--- config.mk ---
export PLATFORM = sky130hd
export DESIGN_NAME = ost_mac
export DESIGN_NICKNAME = d
export VERILOG_FILES = /design/src/hdl/oscillator_thermal_step_macros.svh /design/src/hdl/ost_mac.sv
export SDC_FILE = /design/constraint.sdc
export NUM_CORES = 2
export LEC_CHECK = 0
export BUFFER_PORTS_ARGS = -buffer_cell sky130_fd_sc_hd__buf_2
export CAP_MARGIN = 20
export CORE_UTILIZATION = 60
export DETAILED_ROUTE_END_ITERATION = 8
export GPL_TIMING_DRIVEN = 0
export PLACE_DENSITY = 0.88
export SLEW_MARGIN = 20
export SYNTH_ARGS = -nofsm -noshare
export SYNTH_HDL_FRONTEND = slang
export SYNTH_SLANG_ARGS = --single-unit
--- constraint.sdc ---
create_clock -name clk -period 9.31 [get_ports clk]
set_input_delay 2.3275 -clock clk [delete_from_list [all_inputs] [get_ports clk]]
set_output_delay 2.3275 -clock clk [all_outputs]
set_load 0.02 [all_outputs]
--- src/hdl/oscillator_thermal_step_macros.svh ---
// Assertion macros shared by the oscillator thermal step RTL.
// Needs signals clk and rst_n in the including module.
`ifndef OSCILLATOR_THERMAL_STEP_MACROS_SVH
`define OSCILLATOR_THERMAL_STEP_MACROS_SVH

// Same-cycle implication, disabled in reset
`define OST_CHECK(label, ante, cons, msg) \
  label: assert property (@(posedge clk) disable iff (!rst_n) (ante) |-> (cons)) \
    else $error(msg);

// Next-cycle implication, disabled in reset
`define OST_CHECK_NEXT(label, ante, cons, msg) \
  label: assert property (@(posedge clk) disable iff (!rst_n) (ante) |=> (cons)) \
    else $error(msg);

`endif

--- src/hdl/ost_mac.sv ---
// Shared signed 33x33 multiplier with a registered product.
// No dependencies.
module ost_mac (
  input  logic               clk,
  input  logic signed [32:0] mul_a,
  input  logic signed [32:0] mul_b,
  output logic signed [65:0] prod_r
);

  always_ff @(posedge clk) begin
    prod_r <= mul_a * mul_b;
  end

endmodule

==> results.toml <==
[timing]
slew_headroom = 0.5095
hold_viol = 0
rsz0062_at_grt = "true"
maxSlewViolCount = 0
period_needed_ns = 9.432
tightest_slew_ns = 0.7281
finalWorstSetupSlack_ns = -0.1220
finalCritPeriodShare = 1.013
fmax_mhz = 106.0
setup_viol = 9

[logic_synthesis]
syn_avg_cell_area_um2 = 9.390
synth_seq_cells = 66
ys_async_sr_fraction = 0
synth_nets = 5767
netlist_top_cells_area = "fa_1 (56%), inv_1 (10%), and2_1 (8.6%)"
synth_cells = 4338
netlist.area_leader.share = 0.5627
synth_top_flop_cell = "dfxtp_1"
synth_cell_type_count = 80
ys_warn_count = 0
synth_edf_count = 0
syn_area_um2 = 40730
ys_seq_area_frac = 0.03244
yosys.area.top_type = "fa_1"

[worst_hold_path]
hold_start = "mul_a[0]"
hold_depth = 2
hp-class = "in2reg"
hold_end = "prod_r[0]"

[final_layout]
regMostFlops = "prod_r"
layout-drive-gt1-share = 0.1333
multi_input_area_um2 = 35140
seq_area_um2 = 1321
num-fill-cells = 4732
top_regs = "prod_r (66)"
fin_nets = 5963
layout_common_cells = "inv_1 (1116), fa_1 (1093), and2_1 (558), nand2_1 (542), ha_1 (196)"
area_growth_syn_to_layout_pct = 11.68
largest_reg_flops = 66
final_common_cell = "inv_1"

[placement]
hpwl_um = 119800
place_ws_ns = -2.071
gp_congestion = 1.117
port_buffers = 132

[global_routing]
globalRouteOverflowTotal = 0
grt_max_degree = 27
first_global_vias = 34940
grt_pass1_wl_um = 216500
grt_usage = 0.4336
antenna_found_initial = 25

[run]
drv_cap = 0

[clock_tree]
root_buffer = "clkbuf_16"
cts-htree-levels = 3
ctsHoldBuffers = 0
cts_buffers = 9
cts_buffer_depth = 2
clock-sinks = 66
clk_pin_slew_ns = 0.08
cts_tree = "built"

[die]
core-area_um2 = 67160
row_count = 95
die_w_um = 262.6
start_util = 0.6065
die_h_um = 262.6
pin_count = 133
die-area_um2 = 68940

[worst_setup_path]
crit_top_cell = "fa_1"
arrival_ns = 9.74
path_class = "in2reg"
worst_path_max_delay_cell = "fa_1"
critical_path.max_stage_delay_ns = 0.66
setup.worst_path.start_class = "input pin"
end_kind = "flip-flop"
crit_required_ns = 9.62
crit_family = "adder cells"
critPathBufInv = 7
cp_max_fo = 10

[detailed_routing]
wl_um = 150500
ant_nets = 0
first_pass_iters = 7
avgRoutedWirePerCell_um = 27.72
num_vias = 33230
drt_iter0_drc = 3722
drc = 0
viasPerCell = 6.122

[run_status]
violations = "negative setup slack"
outcome = "finished with violations"
==> Yosys cell counts, types with 4 or more instances <==
cell      count
a211oi_1      7
o21ai_0      25
nor3_1        7
and2_1      562
xnor2_1      43
and3_1        5
o21bai_1     11
clkbuf_1    208
nand3_1      25
and4_1        5
a31oi_1       8
inv_1      1131
dfxtp_1      66
o21ai_1       6
nand2b_1     12
o21a_1        6
xor2_1       25
nor2b_1       5
fa_1       1145
nand2_1     551
nor2_1       68
buf_2        11
a21oi_1      57
a21o_1       36
ha_1        217
nand4_1      11
o211ai_1      4
a211o_1       6
==> through the flow <==
stage	setup TNS, ns	cell area, µm²	hold slack (ns)	std cells	util
after global placement	-42.14	42490	2.742	5343	0.6327
final	-0.5431	45490	2.414	5428	0.6774
after floorplan	0	40740	2.455	4338	-
after detailed placement	-43.63	42490	2.742	5343	0.6327
after CTS	0	44730	2.397	5386	0.6660
after global routing	-1.444	45480	2.394	5424	0.6772
==> cell families (layout without fill, tap and decap cells) <==
group,Yosys count,after routing,synth area share
AOI/OAI and AO/OA,219,219,0.04067
xor gates and xnor gates,68,68,0.01462
adders and majority gates,1362,1362,0.6294
buffers and inverters,1352,1553,0.1251
DFF,66,66,0.03244
other,0,16,0
and+or+nand+nor,1271,1271,0.1578
==> layout make-up <==
class                   count  share of cell area
plain buffers             213             0.04370
flip-flops and latches     66             0.02904
clock buffers              10            0.005253
clock inverters             6            0.003025
multi-input cells        2920              0.7724
inverters                1131             0.09348
diodes                     16           0.0008801
repair buffers            193             0.02819
well taps                 873             0.02401
==> routing by layer <==
layer / routed length, µm / track usage / vias to the layer above
met3: 22570 / 0.1566 / 1026
met4: 15590 / 0.3216 / 16
li1: - / - / 12760
met2: 64610 / 0.6491 / 2822
met1: 47550 / 0.5159 / 16610
met5: 153 / 0.006930 / -
==> worst max path at each step <==
stage / from / endpoint / slack, ns / depth (start not counted)
2_1_floorplan: mul_a[32] / prod_r[62] / 0.02 / 23
3_3_place_gp: mul_a[32] / prod_r[58] / -2.03 / 24
3_5_place_dp: mul_a[32] / prod_r[58] / -2.07 / 24
4_1_cts: mul_a[25] / prod_r[64] / 0.002 / 25
5_1_grt: mul_a[27] / prod_r[62] / -0.18 / 25
6_report: mul_a[12] / prod_r[64] / -0.12 / 25
==> timing repair <==
action,CTS,global route
pin swaps,55,68
setup buffers,33,26
setup endpoints to repair,36,30
gates resized for setup,531,226
gates cloned,2,0
Power is not shown: default switching activity piles up to over one toggle a cycle in this logic, so the estimate is an artifact.
