### config.mk
export PLATFORM = sky130hd
export DESIGN_NAME = ost_ram
export DESIGN_NICKNAME = d
export VERILOG_FILES = /design/src/hdl/oscillator_thermal_step_macros.svh /design/src/hdl/ost_ram.sv
export SDC_FILE = /design/constraint.sdc
export NUM_CORES = 1
export LEC_CHECK = 0
export BUFFER_PORTS_ARGS = -buffer_cell sky130_fd_sc_hd__buf_2
export CAP_MARGIN = 20
export CORE_AREA = 2 2 227 139
export CTS_CLUSTER_SIZE = 14
export DETAILED_ROUTE_END_ITERATION = 16
export DIE_AREA = 0 0 229 141
export GPL_TIMING_DRIVEN = 0
export PLACE_DENSITY_LB_ADDON = 0.1
export SYNTH_ARGS = -nofsm -noshare
export SYNTH_HDL_FRONTEND = slang
export SYNTH_SLANG_ARGS = --single-unit
### constraint.sdc
create_clock -name clk -period 4.9 [get_ports clk]
set_input_delay 0.49 -clock clk [delete_from_list [all_inputs] [get_ports clk]]
set_output_delay 0.49 -clock clk [all_outputs]
set_load 0.05 [all_outputs]
### src/hdl/oscillator_thermal_step_macros.svh
// Assertion macros shared by the oscillator thermal step RTL.
// Needs signals clk and rst_n in the including module.
`ifndef OSCILLATOR_THERMAL_STEP_MACROS_SVH
`define OSCILLATOR_THERMAL_STEP_MACROS_SVH

// Same-cycle implication, disabled in reset
`define OST_CHECK(label, ante, cons, msg) \
  label: assert property (@(posedge clk) disable iff (!rst_n) (ante) |-> (cons)) \
    else $error(msg);

// Next-cycle implication, disabled in reset
`define OST_CHECK_NEXT(label, ante, cons, msg) \
  label: assert property (@(posedge clk) disable iff (!rst_n) (ante) |=> (cons)) \
    else $error(msg);

`endif

### src/hdl/ost_ram.sv
// Generic single-write, single-read RAM with registered read data.
// No dependencies.
module ost_ram #(
  parameter int WIDTH = 32,
  parameter int DEPTH = 8,
  parameter int AW    = (DEPTH > 1) ? $clog2(DEPTH) : 1
) (
  input  logic             clk,
  input  logic             we,
  input  logic [AW-1:0]    waddr,
  input  logic [WIDTH-1:0] wdata,
  input  logic [AW-1:0]    raddr,
  output logic [WIDTH-1:0] rdata_r
);

  logic [WIDTH-1:0] mem_r [DEPTH];

  always_ff @(posedge clk) begin
    if (we) begin
      mem_r[waddr] <= wdata;
    end
    rdata_r <= mem_r[raddr];
  end

endmodule

==> results.json <==
{
  "status": "complete, no violations",
  "globalRoute.totalOverflow": 0,
  "whs_path_depth": 1,
  "final_util_pct": 41.4,
  "io_pins": 72,
  "postCtsHoldBufs": 0,
  "layout-drive-gt1-share_pct": 37.3,
  "grt_pass1_vias": 4824,
  "crit_required_ps": 5150,
  "die-area_um2": 32300,
  "routabilityCongestion": 0.643,
  "leakagePower_nw": 4.26,
  "synth_cell_type_count": 13,
  "yosys_warnings": 0,
  "vias_per_cell": 4.68,
  "path_class": "input pin to flip-flop",
  "syn_to_final_growth_pct": 20.6,
  "fillCellCount": 2711,
  "cts_setup_buffers": 0,
  "grt_pass1_wl_um": 30900,
  "r2r_cells": 2,
  "drt-total-wl_um": 20800,
  "synth_cells": 415,
  "drt_iter0_drc": 211,
  "synth_fp_nets": 455,
  "cts.path.max_buffers": 3,
  "finalNetCount": 567,
  "holdWs_ps": 207,
  "initial_utilization_pct": 34.3,
  "hpwl_um": 12800,
  "cp.depth": 6,
  "hold_class": "input pin to flip-flop",
  "port_buffers": 68,
  "row_count": 50,
  "rsz0062_at_grt": "no",
  "grt_start_max_net_pins": 23,
  "drtAntennaViolNets": 0,
  "numCtsBuffers": 28,
  "grtUsageTotal_pct": 13.1,
  "crit_fanout": 9,
  "clk_pin_slew_worst_paths_ps": 60,
  "via_count": 4521,
  "cp-start-kind": "input pin",
  "die_width_um": 229,
  "cts_root_buf": "clkbuf_16",
  "end_kind": "flip-flop",
  "cp_common_cell": "buf_6",
  "drc_errors": 0,
  "coreArea_um2": 30500,
  "min_from": "wdata[21]",
  "min_period_ps": 1880,
  "setup_viol": 0,
  "total_power_w": 0.00549,
  "skew_ps": 4.91,
  "path_delay_family": "simple AND/OR/NAND/NOR gates",
  "ys_seq_area_share_pct": 79.6,
  "cp_cell_sequence": "buf_2, nand2b_1, nor3_2, buf_6, buf_8, buf_6",
  "maxCapViolCount": 0,
  "crit_buf_inv": 4,
  "finalSetupTns_ps": 0,
  "fmax_mhz": 532,
  "die_h_um": 141,
  "clk_latency_ps": 540,
  "dr.pass1.iters": 4,
  "maxSlewHeadroom_pct": 45.8,
  "finalCritPeriodShare_pct": 38.4,
  "cts_resized": 0,
  "r2r-start": "mem_r[1][4]",
  "fin_cells": 966,
  "hold_viol": 0,
  "power_density_nw_per_um2": 435,
  "tightest_slew_ps": 809,
  "syn_avg_cell_area_um2": 25.2,
  "wl_per_cell_um": 21.5,
  "cts_tree": "yes",
  "cp.arrival_ps": 2130,
  "irDropWorstVdd_uv": 214,
  "crit_path_top_delay_cell": "nor3_2",
  "htree_levels": 1,
  "dp_cells": 913,
  "critPathLaunch": "waddr[2]",
  "cts_sinks": 288,
  "syn-cell-area_um2": 10500,
  "ys_seq_elements": 288,
  "slew_violations": 0,
  "slowest_delay_ps": 680,
  "antenna_found_initial": 2
}
cell families after synthesis:
family | Yosys count | synth area share [%]
buffers and inverters | 18 | 1.22
muxes | 96 | 18.6
and+or+nand+nor | 13 | 0.562
DFF | 288 | 79.6
cell usage in the layout (no fill, tap or decap), types with 2 or more instances in the layout:
master | netlist | final
clkbuf_8 | 0 | 7
buf_8 | 0 | 2
clkbuf_1 | 1 | 2
nand2_1 | 2 | 2
clkinv_1 | 0 | 5
nand2b_1 | 3 | 3
buf_12 | 0 | 6
dfxtp_1 | 32 | 32
mux2_2 | 32 | 32
mux4_1 | 40 | 40
buf_1 | 4 | 4
nor3_2 | 0 | 2
nor2_4 | 0 | 6
mux4_2 | 24 | 24
buf_2 | 6 | 74
clkinv_2 | 0 | 4
bufinv_16 | 0 | 5
edfxtp_1 | 256 | 256
clkbuf_16 | 0 | 29
buf_6 | 7 | 13
synthesized netlist by cell type:
master / number / area share [%]
edfxtp_1: 256 / 73
mux4_1: 40 / 10
dfxtp_1: 32 / 6.1
mux2_2: 32 / 3.4
mux4_2: 24 / 5.2
buf_6: 7 / 0.75
buf_2: 6 / 0.29
nor2_1: 6 / 0.22
buf_1: 4 / 0.14
nand2b_1: 3 / 0.18
nand2_1: 2 / 0.072
nor3_1: 2 / 0.096
clkbuf_1: 1 / 0.036
flip-flops by register name (all words and copies together), names as in the netlist:
| signal | flops |
|---|---|
| rdata_r | 32 |
| mem_r | 256 |
stage by stage:
stage / setup slack [ps] / cell area [um^2]
after floorplan: 1560 / 10500
after global routing: 2920 / 12600
final: 3020 / 12600
after detailed placement: 2390 / 11600
after CTS: 2960 / 12600
after global placement: -1160 / 11300
final cells by class:
cell class / instances / area, um^2 / area share, %
sequential: 288 / 8330 / 66.0
multi-input combinational: 109 / 2070 / 16.4
clock buffer: 37 / 826 / 6.54
timing repair buffer: 82 / 558 / 4.42
tap: 416 / 520 / 4.12
clock inverter: 15 / 196 / 1.56
buffer: 18 / 128 / 1.01
antenna: 1 / 2.50 / 0.0198
worst paths after layout:
check / endpoint / slack [ps]
worst max-delay path: mem_r[0][24] / 3020
worst min-delay path: mem_r[2][21] / 210
worst max register to register: rdata_r[4] / 3600
worst min register to register: rdata_r[26] / 670
routing by layer:
layer  GRT usage [%]  wire, um  share of wire, %
met3            3.07       849               4.1
met2            23.0     10500                51
met4            3.25       393               1.9
met5               0        13             0.062
met1            16.5      9030                43
power by group:
part	internal, W	switching [W]	leakage, nW
Sequential	0.00277	0.0000216	2.60
Clock	0.00144	0.000885	0.503
Combinational	0.000133	0.000236	1.16
Total	0.00435	0.00114	4.26
Note: power is estimated with default switching activity, not from simulation.
