--- src/hdl/oscillator_thermal_step_macros.svh ---
// Assertion macros shared by the oscillator thermal step RTL.
// Needs signals clk and rst_n in the including module.
`ifndef OSCILLATOR_THERMAL_STEP_MACROS_SVH
`define OSCILLATOR_THERMAL_STEP_MACROS_SVH

// Same-cycle implication, disabled in reset
`define OST_CHECK(label, ante, cons, msg) \
  label: assert property (@(posedge clk) disable iff (!rst_n) (ante) |-> (cons)) \
    else $error(msg);

// Next-cycle implication, disabled in reset
`define OST_CHECK_NEXT(label, ante, cons, msg) \
  label: assert property (@(posedge clk) disable iff (!rst_n) (ante) |=> (cons)) \
    else $error(msg);

`endif

--- src/hdl/ost_pkg.sv ---
// Package for the oscillator thermal step: config struct, register codes,
// saturation helper and the cosine table. No dependencies.
package ost_pkg;

  localparam int CFG_AW = 5;

  // register indexes (paddr[4:2])
  localparam logic [2:0] REG_STIFFNESS   = 3'd0;
  localparam logic [2:0] REG_CONDUCTANCE = 3'd1;
  localparam logic [2:0] REG_INV_CAP     = 3'd2;
  localparam logic [2:0] REG_AMBIENT     = 3'd3;
  localparam logic [2:0] REG_THROTTLE    = 3'd4;
  localparam logic [2:0] REG_RELEASE     = 3'd5;

  localparam logic [30:0]        STIFF_RST    = 31'd65536;
  localparam logic [30:0]        COND_RST     = 31'd65536;
  localparam logic [30:0]        INV_CAP_RST  = 31'd65536;
  localparam logic signed [31:0] AMBIENT_RST  = 32'sd1638400;
  localparam logic signed [31:0] THROTTLE_RST = 32'sd5570560;
  localparam logic signed [31:0] RELEASE_RST  = 32'sd4915200;

  localparam logic signed [65:0] S32_MAX = 66'sd2147483647;
  localparam logic signed [65:0] S32_MIN = -66'sd2147483648;

  typedef struct packed {
    logic [30:0]        stiffness;
    logic [30:0]        conductance;
    logic [30:0]        inv_cap;
    logic signed [31:0] ambient_temp;
    logic signed [31:0] throttle_temp;
    logic signed [31:0] rel_temp;
  } ost_cfg_t;

  // clamp a wide signed value to 32 bits
  function automatic logic signed [31:0] sat32(input logic signed [65:0] v);
    logic signed [31:0] r;
    if (v > S32_MAX) begin
      r = 32'sh7FFF_FFFF;
    end else if (v < S32_MIN) begin
      r = 32'sh8000_0000;
    end else begin
      r = v[31:0];
    end
    return r;
  endfunction

  // first quadrant of cos * 65536; zero at the axis
  function automatic logic [16:0] quarter_cos(input logic [4:0] i);
    logic [16:0] r;
    case (i)
      5'd0:    r = 17'd65536;
      5'd1:    r = 17'd65220;
      5'd2:    r = 17'd64277;
      5'd3:    r = 17'd62714;
      5'd4:    r = 17'd60547;
      5'd5:    r = 17'd57798;
      5'd6:    r = 17'd54491;
      5'd7:    r = 17'd50660;
      5'd8:    r = 17'd46341;
      5'd9:    r = 17'd41576;
      5'd10:   r = 17'd36410;
      5'd11:   r = 17'd30893;
      5'd12:   r = 17'd25080;
      5'd13:   r = 17'd19024;
      5'd14:   r = 17'd12785;
      5'd15:   r = 17'd6424;
      default: r = 17'd0;
    endcase
    return r;
  endfunction

  // cos(2*pi*k/64) * 65536, full circle
  function automatic logic signed [17:0] cos_tab(input logic [5:0] k);
    logic [6:0]         kk;
    logic [6:0]         ix;
    logic               neg;
    logic signed [17:0] mag;
    kk = {1'b0, k};
    if (kk <= 7'd16) begin
      ix = kk; neg = 1'b0;
    end else if (kk <= 7'd32) begin
      ix = 7'd32 - kk; neg = 1'b1;
    end else if (kk <= 7'd48) begin
      ix = kk - 7'd32; neg = 1'b1;
    end else begin
      ix = 7'd64 - kk; neg = 1'b0;
    end
    mag = $signed({1'b0, quarter_cos(ix[4:0])});
    return neg ? -mag : mag;
  endfunction

endpackage

--- src/hdl/ost_cfg.sv ---
// APB-style configuration registers for the oscillator thermal step.
// Depends on ost_pkg.
module ost_cfg (
  input  logic                       clk,
  input  logic                       rst_n,
  input  logic                       psel,
  input  logic                       penable,
  input  logic                       pwrite,
  input  logic [ost_pkg::CFG_AW-1:0] paddr,
  input  logic [31:0]                pwdata,
  output logic [31:0]                prdata,
  output logic                       pready,
  output ost_pkg::ost_cfg_t          cfg_r
);

  logic       wr_en;
  logic [2:0] idx;

  assign pready = 1'b1;
  assign idx    = paddr[4:2];
  assign wr_en  = psel & penable & pwrite;

  // register writes
  always_ff @(posedge clk) begin
    if (!rst_n) begin
      cfg_r.stiffness     <= ost_pkg::STIFF_RST;
      cfg_r.conductance   <= ost_pkg::COND_RST;
      cfg_r.inv_cap       <= ost_pkg::INV_CAP_RST;
      cfg_r.ambient_temp  <= ost_pkg::AMBIENT_RST;
      cfg_r.throttle_temp <= ost_pkg::THROTTLE_RST;
      cfg_r.rel_temp      <= ost_pkg::RELEASE_RST;
    end else if (wr_en) begin
      case (idx)
        ost_pkg::REG_STIFFNESS:   cfg_r.stiffness     <= pwdata[30:0];
        ost_pkg::REG_CONDUCTANCE: cfg_r.conductance   <= pwdata[30:0];
        ost_pkg::REG_INV_CAP:     cfg_r.inv_cap       <= pwdata[30:0];
        ost_pkg::REG_AMBIENT:     cfg_r.ambient_temp  <= pwdata;
        ost_pkg::REG_THROTTLE:    cfg_r.throttle_temp <= pwdata;
        ost_pkg::REG_RELEASE:     cfg_r.rel_temp      <= pwdata;
        default: ;
      endcase
    end
  end

  // read back
  always_comb begin
    case (idx)
      ost_pkg::REG_STIFFNESS:   prdata = {1'b0, cfg_r.stiffness};
      ost_pkg::REG_CONDUCTANCE: prdata = {1'b0, cfg_r.conductance};
      ost_pkg::REG_INV_CAP:     prdata = {1'b0, cfg_r.inv_cap};
      ost_pkg::REG_AMBIENT:     prdata = cfg_r.ambient_temp;
      ost_pkg::REG_THROTTLE:    prdata = cfg_r.throttle_temp;
      ost_pkg::REG_RELEASE:     prdata = cfg_r.rel_temp;
      default:                  prdata = 32'd0;
    endcase
  end

endmodule

--- config.mk ---
export PLATFORM = sky130hd
export DESIGN_NAME = ost_cfg
export DESIGN_NICKNAME = d
export VERILOG_FILES = /design/src/hdl/oscillator_thermal_step_macros.svh /design/src/hdl/ost_pkg.sv /design/src/hdl/ost_cfg.sv
export SDC_FILE = /design/constraint.sdc
export NUM_CORES = 1
export LEC_CHECK = 0
export ABC_AREA = 1
export BUFFER_PORTS_ARGS = -buffer_cell sky130_fd_sc_hd__buf_2
export CORE_UTILIZATION = 52
export CTS_CLUSTER_SIZE = 16
export DETAILED_ROUTE_END_ITERATION = 7
export PLACE_DENSITY_LB_ADDON = 0.2
export SYNTH_ARGS = -nofsm -noshare
export SYNTH_HDL_FRONTEND = slang
export SYNTH_SLANG_ARGS = --single-unit
--- constraint.sdc ---
create_clock -name clk -period 1.67 [get_ports clk]
set_input_delay 0.334 -clock clk [delete_from_list [all_inputs] [get_ports clk]]
set_output_delay 0.334 -clock clk [all_outputs]
set_load 0.02 [all_outputs]
==> results by stage <==
Min path:
- The worst hold path begins at pwdata[20].
- The worst hold path terminates at cfg_r[52].
- The worst hold path passes through 3 cells.
- The worst hold-check path type is input pin to flip-flop.

Setup path:
- The library cell contributing the largest single delay on the critical path is sky130_fd_sc_hd__clkbuf_16.
- Data on the critical path is required at its endpoint by about 1300 ps.
- The delay of the slowest cell on the worst path is ~160 ps.
- The cell family contributing the most delay on the critical path is buffers and inverters.
- The worst setup path startpoint is paddr[2].
- Setup slack on the worst reg-to-reg path comes out at 1010 ps.
- The data arrival time of the worst path is between 1000 and 1500 ps.
- In this run the worst path has a maximum fanout of 8.
- The kind of start point of the critical path is an input pin.
- The capturing element type of the critical path is an output pin.
- Traced cell by cell, the critical path runs through buf_6, nor2_4, buf_6, clkbuf_16, nand3_2, nand2_1, nor2_2, nand2_1, buf_6.
- The sum of buffers and inverters on the critical path is 4.
- The setup path with the least slack is of type input pin to output pin.
- For the worst flop-to-flop path, the logic depth is 2.
- The capture instance of the worst register-to-register path is cfg_r[58].
- The worst register-to-register path begins at cfg_r[58].
- In this design, the critical path's most frequently occurring cell is sky130_fd_sc_hd__buf_6.

Cells and area:
- Summing all flip-flop and latch instances after layout gives approximately 3800 um^2.
- After the flow finishes, the layout carries non-filler instances totaling approximately 2000.
- In the final layout, the multi-input gates occupy between 4000 and 5000 um^2.
- Fill cells in the final layout number 1465.
- The ratio of cells with drive above 1 in the final layout is 0.238.
- The register with the most flip-flops in the final layout is cfg_r.
- Compared with the post-synthesis result, the final layout area differs by 34.7%.
- The register with the most flip-flops in the layout has approximately 190 of them.
- The largest registers in the layout are cfg_r x189.
- The final net count is approximately 1800.
- The antenna diode instance count is 0.

Routing:
- For this run, design rule violations remaining after detail routing come to 0.
- The routed wire length is ~32000 um.
- The met3 wire length is roughly 3000 um.
- For this block, wires on met1 add up to between 10000 and 15000 um.
- The count of nets left with antenna violations once routing finished came out at 0.
- The total iterations of the first detailed-routing run is 6.
- The first routing iteration left a little under 900 violations.
- The total length of routed met2 wires is around 15000 um.
- After detailed routing, the number of vias per cell comes to around 5.4.
- Summing over every cut layer, the via total after detailed routing is between 10000 and 15000.
- The average wire per cell in the routed design is between 15 and 20 um.
- The top routing layer in use is met4.

Global route:
- The total global routing track utilization is 0.336.
- The global-route wire length before repair is about 48000 um.
- The maximum number of pins on one net before global-route repair is 52.
- The number of antenna violations at the first check in global routing is 0.
- The overflow left after global routing is 0.
- The number of global-route vias before repair is ~9000.

Die:
- For this configuration, the core starts out at a cell density of 0.530.
- The floorplan step defined a die boundary enclosing about 18000 um^2.
- The width of the chip is about 130 um.
- The top-level I/O count is about 260.
- The floorplan step defined a core boundary enclosing about 17000 um^2.
- The floorplan has 48 rows.
- The vertical extent of the die is about 130 um.

Synthesis:
- In the post-synthesis netlist, the biggest area contributors are sky130_fd_sc_hd__dfxtp_1 41%, sky130_fd_sc_hd__nor2_1 17%, sky130_fd_sc_hd__nand2_1 16%.
- The total number of yosys warnings is 0.
- In the synthesized netlist, the cells that appear most often are 404 x sky130_fd_sc_hd__nor2_1, 387 x sky130_fd_sc_hd__nand2_1, 199 x sky130_fd_sc_hd__nand3_1, 189 x sky130_fd_sc_hd__dfxtp_1, 66 x sky130_fd_sc_hd__inv_1.
- In the post-synthesis netlist, the cell with the most instances is sky130_fd_sc_hd__nor2_1.
- The cell area that synthesis handed to floorplanning was ~9100 um^2.
- The average cell area after synthesis is between 6 and 7 um^2.
- The library cell with the largest summed area after synthesis is sky130_fd_sc_hd__dfxtp_1.
- In the synthesized netlist the async set-or-reset flop fraction comes to 0.
- The share of the Yosys chip area taken by registers is 0.414.
- The share of Yosys cell area claimed by the top area cell type is 0.414.
- The number of synthesized register bits is 189.
- The count of flip-flops with a built-in enable after synthesis is 0.
- The most common flop cell mapped by yosys is sky130_fd_sc_hd__dfxtp_1.
- The net count after synthesis is ~1500.
- The cell count after synthesis came out at between 1000 and 1500.
- The number of unique standard cell types used by synthesis is 17.

Status:
- The flow ran to the end, and the final reports show no timing, DRC or antenna violations.

Clock tree:
- The hold-fix buffer count after cts is 0.
- The clock passes through at most 2 buffers.
- The TritonCTS sink count is roughly 190.
- The TritonCTS clock tree is done.
- The number of levels the H-tree was split into is 4.
- The clock latency on the worst-skew pair is about 430 ps.
- The clock-pin slew reported for the worst setup and hold paths after clock tree synthesis is approximately 70 ps.
- Buffers inserted during clock tree synthesis total 17.
- The root buffer selected by CTS is sky130_fd_sc_hd__clkbuf_16.

Placed design:
- The detailed placement HPWL is slightly above 20000 um.
- Routability-driven placement finished with a final weighted congestion of a little over 0.8.
- The number of placed instances with taps included is 1904.
- In this run the tool buffered the top-level ports with 260 buffer cells.

Run:
- The max-cap check violation count is 0.

Timing:
- After layout, the minimum clock period comes to around 1700 ps.
- The final number of max-transition violations came to 0.
- The period utilization is 0.997.
- The count of final setup violators is 0.
- Setup repair after global routing could not meet its margin everywhere.
- The final-report hold violation count was 0.
- Across the routed clock network, the largest skew measured is 0 ps.
- Timing would allow up to roughly 600 MHz.

Power and ir drop:
- In this run the static leakage power is a little over 6 nW.
- IR analysis of the VDD net gives a maximum drop of around 700 uV.
- Dividing total power by cell area gives a power density of 795 nW/um^2.
- The total power consumption of the routed design is 9.78 mW.
==> layer usage <==
layer,vias up,track usage
met5,-,0
met4,0,0.116
met3,62,0.0706
met2,546,0.555
met1,4797,0.436
li1,5114,-
==> where the power goes <==
group	switching, mW	total, mW	internal, mW
registers	0.0491	4.61	4.56
logic	0.777	1.23	0.449
clock network	1.77	3.94	2.17
total	2.59	9.78	7.18
==> per-stage QoR <==
stage | instance area [um^2] | hold WS (ps) | worst slack, ps | TNS (ps) | util
final | 12300 | 165 | 4.56 | 0 | 0.713
after global routing | 12300 | 175 | -36.2 | -426 | 0.713
after CTS | 12000 | 152 | -4.98 | -14.4 | 0.697
after detailed placement | 11200 | 479 | -99.0 | -1700 | 0.648
after global placement | 11200 | 466 | -96.9 | -1160 | 0.648
after floorplan | 9130 | 460 | 9.32 | 0 | -
==> area by class of cell <==
| cell class | instances | area share |
|---|---|---|
| clock inverter | 9 | 0.00722 |
| multi-input combinational | 1090 | 0.380 |
| tap | 225 | 0.0229 |
| timing repair buffer | 352 | 0.222 |
| clock buffer | 22 | 0.0386 |
| sequential | 189 | 0.308 |
| inverter | 68 | 0.0218 |
==> cell usage in the layout (no fill, tap or decap), types with 3 or more instances in the layout <==
master,synthesis,layout
sky130_fd_sc_hd__buf_12,0,36
sky130_fd_sc_hd__buf_6,0,31
sky130_fd_sc_hd__nor2_1,404,395
sky130_fd_sc_hd__nor2_2,7,6
sky130_fd_sc_hd__buf_4,8,49
sky130_fd_sc_hd__inv_1,66,65
sky130_fd_sc_hd__clkinvlp_4,0,3
sky130_fd_sc_hd__dfxtp_1,189,188
sky130_fd_sc_hd__nand3_1,199,197
sky130_fd_sc_hd__o21ai_0,7,7
sky130_fd_sc_hd__nand3_2,1,3
sky130_fd_sc_hd__clkbuf_16,0,20
sky130_fd_sc_hd__nand2_1,387,385
sky130_fd_sc_hd__clkinv_4,0,3
sky130_fd_sc_hd__a21oi_1,20,15
sky130_fd_sc_hd__nand4_1,63,63
sky130_fd_sc_hd__nor2_4,1,11
sky130_fd_sc_hd__clkbuf_8,0,3
sky130_fd_sc_hd__buf_2,55,230
sky130_fd_sc_hd__a21oi_2,0,5
==> tightest hold or removal path: stages <==
cell and delay [ps]:
sky130_fd_sc_hd__buf_2 100, sky130_fd_sc_hd__nand2_1 60, sky130_fd_sc_hd__nand3_1 70
==> cells by family after synthesis <==
kind of cell | synth area share
AND/OR/NAND/NOR | 0.485
flip-flops | 0.414
buffers and inverters | 0.0857
AO/OA/AOI/OAI | 0.0148
other | 0.000411
==> worst max path at each step <==
stage / depth (start not counted) / to
final: 9 / prdata[30]
after detailed placement: 10 / prdata[8]
after global placement: 9 / prdata[13]
after floorplan: 10 / prdata[11]
after global routing: 11 / prdata[15]
after CTS: 8 / prdata[20]
==> timing repair <==
action                     4_1_cts  5_1_grt
cloned                           2        4
setup endpoints to repair       30       31
gates resized for setup         42       54
setup buffers                   11        4
pin swaps                        5        9
Power figures use the tool's default switching activity.
